[config.mk]
export PLATFORM = sky130hd
export DESIGN_NAME = extended_gcd_bezout
export DESIGN_NICKNAME = d
export VERILOG_FILES = /design/src/design/egcd_pkg.sv /design/src/design/egcd_datapath.sv /design/src/design/egcd_ctrl.sv /design/src/design/extended_gcd_bezout.sv
export VERILOG_INCLUDE_DIRS = /design/src /design/src/design
export SDC_FILE = /design/constraint.sdc
export NUM_CORES = 1
export LEC_CHECK = 0
export BUFFER_PORTS_ARGS = -buffer_cell sky130_fd_sc_hd__buf_4
export CORE_MARGIN = 8
export CORE_UTILIZATION = 40
export DETAILED_ROUTE_END_ITERATION = 7
export GPL_TIMING_DRIVEN = 0
export PLACE_DENSITY = 0.68
export SKIP_LAST_GASP = 1
export SYNTH_ARGS = -nofsm -noshare
export SYNTH_HDL_FRONTEND = slang
export SYNTH_SLANG_ARGS = --single-unit
[constraint.sdc]
create_clock -name clk -period 7.2 [get_ports clk]
set_input_delay 0.72 -clock clk [delete_from_list [all_inputs] [get_ports clk]]
set_output_delay 0.72 -clock clk [all_outputs]
set_load 0.03 [all_outputs]
[src/design/extended_gcd_bezout_defines.svh]
// Assertion macros used by the extended GCD controller.
// Depends on nothing; expects clk and rst in the including scope.
`ifndef EXTENDED_GCD_BEZOUT_DEFINES_SVH
`define EXTENDED_GCD_BEZOUT_DEFINES_SVH

// Same-cycle implication.
`define EGCD_ASSERT_NOW(label, pre, post, msg) \
  label: assert property (@(posedge clk) disable iff (rst) (pre) |-> (post)) \
    else $error(msg);

// Next-cycle implication.
`define EGCD_ASSERT_NEXT(label, pre, post, msg) \
  label: assert property (@(posedge clk) disable iff (rst) (pre) |=> (post)) \
    else $error(msg);

`endif

[src/design/egcd_pkg.sv]
// Shared types and constants for the extended GCD block.
// No dependencies.
`default_nettype none
package egcd_pkg;

  localparam int unsigned OPND_W = 31;
  localparam int unsigned COEF_W = 32;

  typedef enum logic [1:0] {
    S_IDLE,
    S_DIV,
    S_UPD,
    S_DONE
  } state_t;

  typedef struct packed {
    logic load;
    logic div_step;
    logic update;
    logic load_out;
  } cmd_t;

  typedef struct packed {
    logic in_zero;
    logic rem_zero;
  } status_t;

endpackage
`default_nettype wire

[src/design/egcd_datapath.sv]
// Datapath: remainder/coefficient registers, bit-serial divider, output register.
// Depends on egcd_pkg.
`default_nettype none
module egcd_datapath import egcd_pkg::*; #(
  parameter int unsigned DATA_W = 31
) (
  input  wire logic                     clk,
  input  wire logic [OPND_W-1:0]        first_operand,
  input  wire logic [OPND_W-1:0]        second_operand,
  input  wire cmd_t                     cmd,
  output status_t                       status,
  output logic [OPND_W-1:0]             divisor,
  output logic signed [COEF_W-1:0]      coef_first,
  output logic signed [COEF_W-1:0]      coef_second,
  output logic                          zero_error
);

  logic [DATA_W-1:0] a, b;
  logic [DATA_W-1:0] r0, r1, rem, quo;
  logic [COEF_W-1:0] s0, s1, t0, t1, ps, pt;
  logic              swapped, zero;

  logic [DATA_W:0]   shifted, diff;
  logic              qbit;

  assign a = first_operand[DATA_W-1:0];
  assign b = second_operand[DATA_W-1:0];

  assign shifted = {rem, quo[DATA_W-1]};
  assign diff    = shifted - {1'b0, r1};
  assign qbit    = (shifted >= {1'b0, r1});

  assign status.in_zero  = (a == '0) || (b == '0);
  assign status.rem_zero = (rem == '0);

  always_ff @(posedge clk) begin
    if (cmd.load) begin
      swapped <= (a < b);
      zero    <= (a == '0) || (b == '0);
      r0      <= (a < b) ? b : a;
      r1      <= (a < b) ? a : b;
      quo     <= (a < b) ? b : a;
      rem     <= '0;
      s0      <= COEF_W'(1);
      s1      <= '0;
      t0      <= '0;
      t1      <= COEF_W'(1);
      ps      <= '0;
      pt      <= '0;
    end else if (cmd.div_step) begin
      rem <= qbit ? diff[DATA_W-1:0] : shifted[DATA_W-1:0];
      quo <= {quo[DATA_W-2:0], 1'b0};
      ps  <= {ps[COEF_W-2:0], 1'b0} + (qbit ? s1 : '0);
      pt  <= {pt[COEF_W-2:0], 1'b0} + (qbit ? t1 : '0);
    end else if (cmd.update) begin
      r0  <= r1;
      r1  <= rem;
      quo <= r1;
      rem <= '0;
      s0  <= s1;
      s1  <= s0 - ps;
      t0  <= t1;
      t1  <= t0 - pt;
      ps  <= '0;
      pt  <= '0;
    end
  end

  always_ff @(posedge clk) begin
    if (cmd.load_out) begin
      zero_error <= zero;
      if (zero) begin
        divisor     <= '0;
        coef_first  <= '0;
        coef_second <= '0;
      end else begin
        divisor     <= OPND_W'(r0);
        coef_first  <= swapped ? t0 : s0;
        coef_second <= swapped ? s0 : t0;
      end
    end
  end

endmodule
`default_nettype wire

[src/design/egcd_ctrl.sv]
// Controller: sequences load, divide bits, coefficient update and output.
// Depends on egcd_pkg and extended_gcd_bezout_defines.svh.
`default_nettype none
`include "extended_gcd_bezout_defines.svh"
module egcd_ctrl import egcd_pkg::*; #(
  parameter int unsigned DATA_W    = 31,
  parameter int unsigned MAX_STEPS = 46
) (
  input  wire logic    clk,
  input  wire logic    rst,
  input  wire logic    in_valid,
  output logic         in_ready,
  output logic         out_valid,
  input  wire logic    out_ready,
  output cmd_t         cmd,
  input  wire status_t status
);

  localparam int unsigned BCW = $clog2(DATA_W);
  localparam int unsigned SCW = $clog2(MAX_STEPS);
  localparam logic [BCW-1:0] BIT_LAST  = BCW'(DATA_W - 1);
  localparam logic [SCW-1:0] STEP_LAST = SCW'(MAX_STEPS - 1);

  state_t         state, state_next;
  logic [BCW-1:0] bit_cnt, bit_cnt_next;
  logic [SCW-1:0] step_cnt, step_cnt_next;
  logic           out_valid_next;

  always_ff @(posedge clk) begin
    if (rst) begin
      state     <= S_IDLE;
      bit_cnt   <= '0;
      step_cnt  <= '0;
      out_valid <= 1'b0;
    end else begin
      state     <= state_next;
      bit_cnt   <= bit_cnt_next;
      step_cnt  <= step_cnt_next;
      out_valid <= out_valid_next;
    end
  end

  always_comb begin
    state_next    = state;
    bit_cnt_next  = bit_cnt;
    step_cnt_next = step_cnt;
    cmd           = '0;
    in_ready      = 1'b0;
    case (state)
      S_IDLE: begin
        in_ready = 1'b1;
        if (in_valid) begin
          cmd.load      = 1'b1;
          bit_cnt_next  = '0;
          step_cnt_next = '0;
          state_next    = status.in_zero ? S_DONE : S_DIV;
        end
      end
      S_DIV: begin
        cmd.div_step = 1'b1;
        bit_cnt_next = bit_cnt + 1'b1;
        if (bit_cnt == BIT_LAST) begin
          state_next = S_UPD;
        end
      end
      S_UPD: begin
        cmd.update    = 1'b1;
        bit_cnt_next  = '0;
        step_cnt_next = step_cnt + 1'b1;
        if (status.rem_zero || step_cnt == STEP_LAST) begin
          state_next = S_DONE;
        end else begin
          state_next = S_DIV;
        end
      end
      S_DONE: begin
        if (!out_valid || out_ready) begin
          cmd.load_out = 1'b1;
          state_next   = S_IDLE;
        end
      end
      default: begin
        state_next = S_IDLE;
      end
    endcase
    out_valid_next = cmd.load_out | (out_valid & ~out_ready);
  end

  // held result is never overwritten
  `EGCD_ASSERT_NOW(a_no_overwrite, cmd.load_out, !out_valid || out_ready,
    "result register overwritten while held")
  // zero operand skips the division loop
  `EGCD_ASSERT_NEXT(a_zero_skip, in_valid && in_ready && status.in_zero,
    state == S_DONE, "zero operand did not go straight to output")
  // an update always follows a full division pass
  `EGCD_ASSERT_NOW(a_upd_after_div, state == S_UPD,
    $past(state) == S_DIV && $past(bit_cnt) == BIT_LAST,
    "coefficient update without completed division")

endmodule
`default_nettype wire

[src/design/extended_gcd_bezout.sv]
// Extended GCD with Bezout coefficients, one item at a time.
// Each item runs k quotient steps (at most MAX_STEPS), each a pass of the bit-serial
// divider over the operand width plus one coefficient update; a zero operand skips
// the division. The next item is taken only after the result loads, and the result
// waits to load while a held result has not yet been taken.
// Reset (rst, synchronous): controller idles, output valid clears.
`default_nettype none
module extended_gcd_bezout import egcd_pkg::*; #(
  parameter int unsigned OPERAND_WIDTH = 31,
  parameter int unsigned MAX_STEPS     = 46
) (
  input  wire logic                    clk,
  input  wire logic                    rst,
  input  wire logic                    in_valid,
  output logic                         in_ready,
  input  wire logic [OPND_W-1:0]       first_operand,
  input  wire logic [OPND_W-1:0]       second_operand,
  output logic                         out_valid,
  input  wire logic                    out_ready,
  output logic [OPND_W-1:0]            divisor,
  output logic signed [COEF_W-1:0]     coef_first,
  output logic signed [COEF_W-1:0]     coef_second,
  output logic                         zero_error
);

  localparam int unsigned DATA_W = (OPERAND_WIDTH < OPND_W) ? OPERAND_WIDTH : OPND_W;

  cmd_t    cmd;
  status_t status;

  egcd_ctrl #(
    .DATA_W    (DATA_W),
    .MAX_STEPS (MAX_STEPS)
  ) u_ctrl (
    .clk       (clk),
    .rst       (rst),
    .in_valid  (in_valid),
    .in_ready  (in_ready),
    .out_valid (out_valid),
    .out_ready (out_ready),
    .cmd       (cmd),
    .status    (status)
  );

  egcd_datapath #(
    .DATA_W (DATA_W)
  ) u_datapath (
    .clk            (clk),
    .first_operand  (first_operand),
    .second_operand (second_operand),
    .cmd            (cmd),
    .status         (status),
    .divisor        (divisor),
    .coef_first     (coef_first),
    .coef_second    (coef_second),
    .zero_error     (zero_error)
  );

endmodule
`default_nettype wire

Word level (Yosys, flattened, before mapping)
Cells that the tools add are included.
{"block": "totals", "register_bits": 428, "latch_bits": 0, "ramBits": 0, "mem_bits_ro": 0, "inputBits": 66, "output_inout_bits": 98, "elab_cells": 97, "mem_count": 0}
{"block": "classes", "add_sub_neg": 7, "multipliers": 0, "div_mod_pow": 0, "order_cmp": 2, "eq_ne": 9, "shifts": 0, "muxes": 37, "n_bitwise": 4, "reduce_logical": 18}
{"operator": "$mux W31", "count": 13}
{"operator": "$mux W32", "count": 7}
{"operator": "$logic_not A31 Y1", "count": 3}
{"operator": "$add A32 B32 Y32", "count": 2}
{"operator": "$sub A32 B32 Y32", "count": 2}
{"operator": "$ge A32 B31 Y1", "count": 1}
{"operator": "$lt A31 B31 Y1", "count": 1}
{"operator": "$sub A31 B31 Y31", "count": 1}
{"operator": "$pmux W5 S3", "count": 1}
{"operator": "$pmux W6 S2", "count": 1}
{"operator": "$mux W2", "count": 5}
{"operator": "$pmux W2 S4", "count": 1}
{"operator": "$reduce_and A2 Y1", "count": 4}
{"operator": "$mux W1", "count": 7}
{"operator": "$add A6 B1 Y6 const B", "count": 1}
{"operator": "$eq A6 B6 Y1 const B", "count": 1}
{"operator": "$mux W6", "count": 1}
{"operator": "$ne A2 B1 Y1 const B", "count": 3}
{"operator": "$reduce_bool A2 Y1", "count": 3}
{"operator": "$reduce_bool A3 Y1", "count": 2}
{"operator": "$add A5 B1 Y5 const B", "count": 1}
{"operator": "$eq A5 B5 Y1 const B", "count": 1}
{"operator": "$mux W5", "count": 1}
{"operator": "$eq A2 B2 Y1 const B", "count": 2}
{"operator": "9 further kinds", "count": 12}

Logic depth before layout (Yosys ltp)
{"block": "logic_depth", "depth_word": 5, "depth_mapped": 23, "depth_no_buf": 21}

Hierarchy
From an unflattened synthesis, not the netlist that was laid out.
{"block": "unflattened", "cells_unflattened": 2976, "area_unflattened_um2": 26492.9}
{"module": "egcd_datapath", "instances": 1, "cells_per_inst": 2874, "area_each_um2": 25663.4, "seq_area_each_um2": 10199.8}
{"module": "egcd_ctrl", "instances": 1, "cells_per_inst": 102, "area_each_um2": 829.5, "seq_area_each_um2": 280.3}

Worst setup path after synthesis
Ideal clock, no wire load.
{"block": "synth_timing", "path_kind": "input to register", "from": "input out_ready", "to": "register u_datapath.coef_first[0], enable pin", "setup_time_ns": 0.563, "arrival_time_ns": 5.040, "required_ns": 6.637, "slack_ns": 1.597, "cell_stages": 2, "n_path_buf": 0, "path_cell_list": "nor2b_1 nor2b_1"}
{"element": "from (decl)", "line": "extended_gcd_bezout.sv:19", "source": "input wire logic out_ready,"}
{"element": "to (signal assigned)", "line": "egcd_datapath.sv:78", "source": "coef_first <= swapped ? t0 : s0;"}
{"element": "to (decl)", "line": "egcd_datapath.sv:13", "source": "output logic signed [COEF_W-1:0] coef_first,"}

Worst setup path after layout
{"block": "layout_timing", "from": "register u_datapath.r1[25]", "to": "register u_datapath.pt[31]"}
{"block": "layout_via", "elab_chain_cells": 4}
{"element": "from (decl)", "line": "egcd_datapath.sv:19", "source": "logic [DATA_W-1:0] r0, r1, rem, quo;"}
{"element": "from (signal assigned)", "line": "egcd_datapath.sv:41", "source": "r1 <= (a < b) ? a : b;"}
{"element": "from (signal assigned)", "line": "egcd_datapath.sv:57", "source": "r1 <= rem;"}
{"element": "$ge A32 B31 Y1", "line": "egcd_datapath.sv:31", "source": "assign qbit = (shifted >= {1'b0, r1});"}
{"element": "$mux W32", "line": "egcd_datapath.sv:54", "source": "pt <= {pt[COEF_W-2:0], 1'b0} + (qbit ? t1 : '0);"}
{"element": "$add A32 B32 Y32", "line": "egcd_datapath.sv:54"}
{"element": "$mux W32", "line": "egcd_datapath.sv:50", "source": "end else if (cmd.div_step) begin"}
{"element": "to (signal assigned)", "line": "egcd_datapath.sv:54"}
{"element": "to (decl)", "line": "egcd_datapath.sv:20", "source": "logic [COEF_W-1:0] s0, s1, t0, t1, ps, pt;"}
No other way between the ends.
A chain may end at the register's enable or synchronous reset.

==> metrics.yaml <==
nets: 3328
slew_violations: 0
synthArstFlopShare_pct: 0
max_freq_mhz: 151
p_per_area_nw_per_um2: 222
dp_hpwl_mm: 63.2
grt_pass1_wl_mm: 126
cts_setup_buffers: 0
grt_start_max_net_pins: 36
min-delay-start: "rst"
synth_edf_count: 191
min_period_ns: 6.62
place_ws_ns: 0.851
final_util_pct: 46.4
vias_per_cell: 5.64
final_area_sq_um: 30400
postSynthCellCount: 2846
die_w_um: 272
io_buffers: 163
ctsHtreeMaxLevel: 2
die-height_um: 272
critPathRequiredTime_ns: 7.63
wl_per_cell_um: 20.7
cts.clk_slew.worst_paths_ns: 0.06
synthToLayoutAreaGrowth_pct: 15.7
path_class: "flop to flop"
globalplace.congestion: 0.940
worstSkewPairLatency_ns: 0.60
core_sq_um: 65400
final_layout_size_suffix_gt1_share_pct: 9.63
maxCapViolCount: 0
cp-endpoint: "u_datapath.pt[31]$_SDFFE_PP0P_"
worstSetupEndpointType: "flop"
hold_viol: 0
cts-root-buf: "clkbuf_16"
rrSetupSlack_ns: 0.58
antenna_cells: 0
synth-seq-area-share_pct: 39.9
cp-start-kind: "flop"
ioPinCount: 164
cts.sinks: 428
cts_tree: "done"
grt_overflow: 0
crit_fanout: 10
synth_area_sq_um: 26300
drtAntennaViolNets: 0
placed_cell_area_sq_um: 28700
synth_ff_type: "dfxtp_1"
first_pass_iters: 6
grt_pass1_vias: 21767
grt_antenna_before_repair: 0
die_area_sq_um: 74100
status: "finished, final reports clean"
cp.arrival_ns: 7.06
clockBufferDepth: 3
drtIter0Drc: 1851
reg2regPathDepth: 22
timing.rr.start: "u_datapath.r1[25]$_DFFE_PP_"
irDropWorstVdd_mv: 0.247
layout_worst_path_cycle_share_pct: 92.0
hold_path_class: "input pin to flop"
drt-total-wl_mm: 82.0
maxSlewHeadroom_pct: 20.8
fp-row-count: 94
r2r_end: "u_datapath.pt[31]$_SDFFE_PP0P_"
finalWorstSetupSlack_ns: 0.578
rsz0062_at_grt: "false"
fill_cells: 6347
setup_viol: 0
cp-startpoint: "u_datapath.r1[25]$_DFFE_PP_"
cts_resized: 0
fin_worst_skew_ns: 0.0274
ys_types: 80
start_util_pct: 40.1
ys_warn_count: 0
worstMarginPinSlew_ns: 1.19
tns_ns: 0
avgSynthCellArea_sq_um: 9.22
synth_nets: 3109
hold_buffers: 0
track_usage_pct: 21.2
yosys_register_bits: 428
num_vias: 22370
drc: 0
cts-buffers-inserted: 48
leakagePower_nw: 12.5
==> Yosys cell counts, types with 27 or more instances <==
master,instances,area [sq um]
clkbuf_1,117,439
a21o_1,77,578
inv_1,166,623
o21ai_0,155,776
edfxtp_1,191,5740
nand2_1,189,709
dfxtp_1,237,4740
ha_1,192,2400
nor2b_1,117,732
a211oi_1,35,263
nand3_1,36,180
xor2_1,78,683
o211a_1,31,310
a21oi_1,203,1020
nor4_1,28,175
mux2i_1,222,2220
xnor2_1,48,420
nand4_1,33,206
nor2_1,281,1050
nor3_1,42,210
o21a_1,27,203
o22ai_1,54,338
==> report_power, final <==
part	switching, mW	leakage [nW]	internal, mW
Sequential	0.0788	3.71	2.79
Clock	1.07	0.826	1.50
Combinational	0.898	7.97	0.415
Total	2.05	12.5	4.70
==> through the flow <==
| step | cells | total power, mW | hold WS, ns |
|---|---|---|---|
| after floorplan | 2846 | 3.72 | 0.444 |
| after global placement | 3873 | 4.19 | 0.457 |
| after detailed placement | 3879 | 4.21 | 0.470 |
| after CTS | 3969 | 6.77 | 0.329 |
| after global routing | 3969 | 7.00 | 0.347 |
| final | 3969 | 6.75 | 0.346 |
==> flip-flops by register name, indices dropped and copies added, names as in the netlist, 2 cells and up <==
signal	flops
u_datapath.coef_first	32
u_datapath.coef_second	32
u_datapath.ps	32
u_datapath.pt	32
u_datapath.s0	32
u_datapath.s1	32
u_datapath.t0	32
u_datapath.t1	32
u_datapath.divisor	31
u_datapath.quo	31
u_datapath.r0	31
u_datapath.r1	31
u_datapath.rem	31
u_ctrl.step_cnt	6
u_ctrl.bit_cnt	5
u_ctrl.state	2
==> cell usage in the layout (no fill, tap or decap), types with 23 or more instances in the layout <==
cell and instances:
mux2i_1 222, a21o_1 77, buf_4 163, inv_1 166, o21ai_0 155, a211oi_1 35, nor3_1 42, dfxtp_1 237
clkbuf_1 118, o21bai_1 23, xor2_1 78, a21oi_1 202, o211a_1 31, nand3_1 36, clkbuf_16 54, nand2_1 189
edfxtp_1 191, ha_1 192, nand4_1 33, nor2_1 281, nor2b_1 116, o22ai_1 54, xnor2_1 48, o21a_1 27
nor4_1 28
==> layout make-up <==
type	instances	area, sq um	share of cell area, %
multi-input cells	2111	14600	48.2
flip-flops and latches	428	10500	34.5
clock buffers	64	1450	4.79
repair buffers	169	1350	4.45
well taps	864	1080	3.56
inverters	168	631	2.08
plain buffers	139	541	1.78
clock inverters	26	204	0.672
==> critical path, stage by stage, from the launching register on <==
cell      delay, ns
edfxtp_1       0.40
inv_1          0.13
ha_1           0.30
a21o_1         0.21
a21oi_1        0.18
nor2b_1        0.08
o41ai_1        0.39
o211ai_1       0.33
nor2_2         0.29
buf_2          0.35
clkbuf_1       0.49
nor2b_1        0.12
ha_1           0.26
fa_1           0.44
a211oi_1       0.37
o21ai_1        0.19
a221oi_2       0.53
o21a_1         0.26
o21bai_1       0.10
and2_1         0.22
a41oi_1        0.54
xor2_1         0.19
o21ai_0        0.08
==> how the worst min path moves through the flow <==
stage	endpoint	slack [ns]	depth (start not counted)
final	u_ctrl.out_valid$_SDFF_PP0_	0.35	2
after detailed placement	u_datapath.t1[4]$_SDFFE_PP0P_	0.47	2
after global routing	u_ctrl.state[1]$_SDFFE_PP0P_	0.35	2
after CTS	u_ctrl.state[1]$_SDFFE_PP0P_	0.33	2
after floorplan	u_datapath.ps[31]$_SDFFE_PP0P_	0.44	2
after global placement	u_datapath.ps[31]$_SDFFE_PP0P_	0.46	2
==> layer usage <==
| layer | GRT usage [%] | up-vias | wire [um] | part of all wire [%] |
|---|---|---|---|---|
| met5 | 0 | - | 0 | 0 |
| met4 | 8.60 | 0 | 3480 | 4.2 |
| met3 | 2.97 | 156 | 4780 | 5.8 |
| met2 | 35.6 | 665 | 38900 | 47 |
| met1 | 27.2 | 10760 | 34900 | 43 |
| li1 | - | 10789 | - | - |
==> logic make-up (layout without fill, tap and decap cells) <==
logic type	count (synthesis)	count (layout)	share of synthesized area, %
simple gates	807	807	14.5
compound gates	759	759	18.9
flops	428	428	39.9
xor+xnor	126	126	4.20
mux	222	222	8.46
fa+ha+maj	197	197	9.53
buf+inv	307	566	4.46
Power figures use the tool's default switching activity.
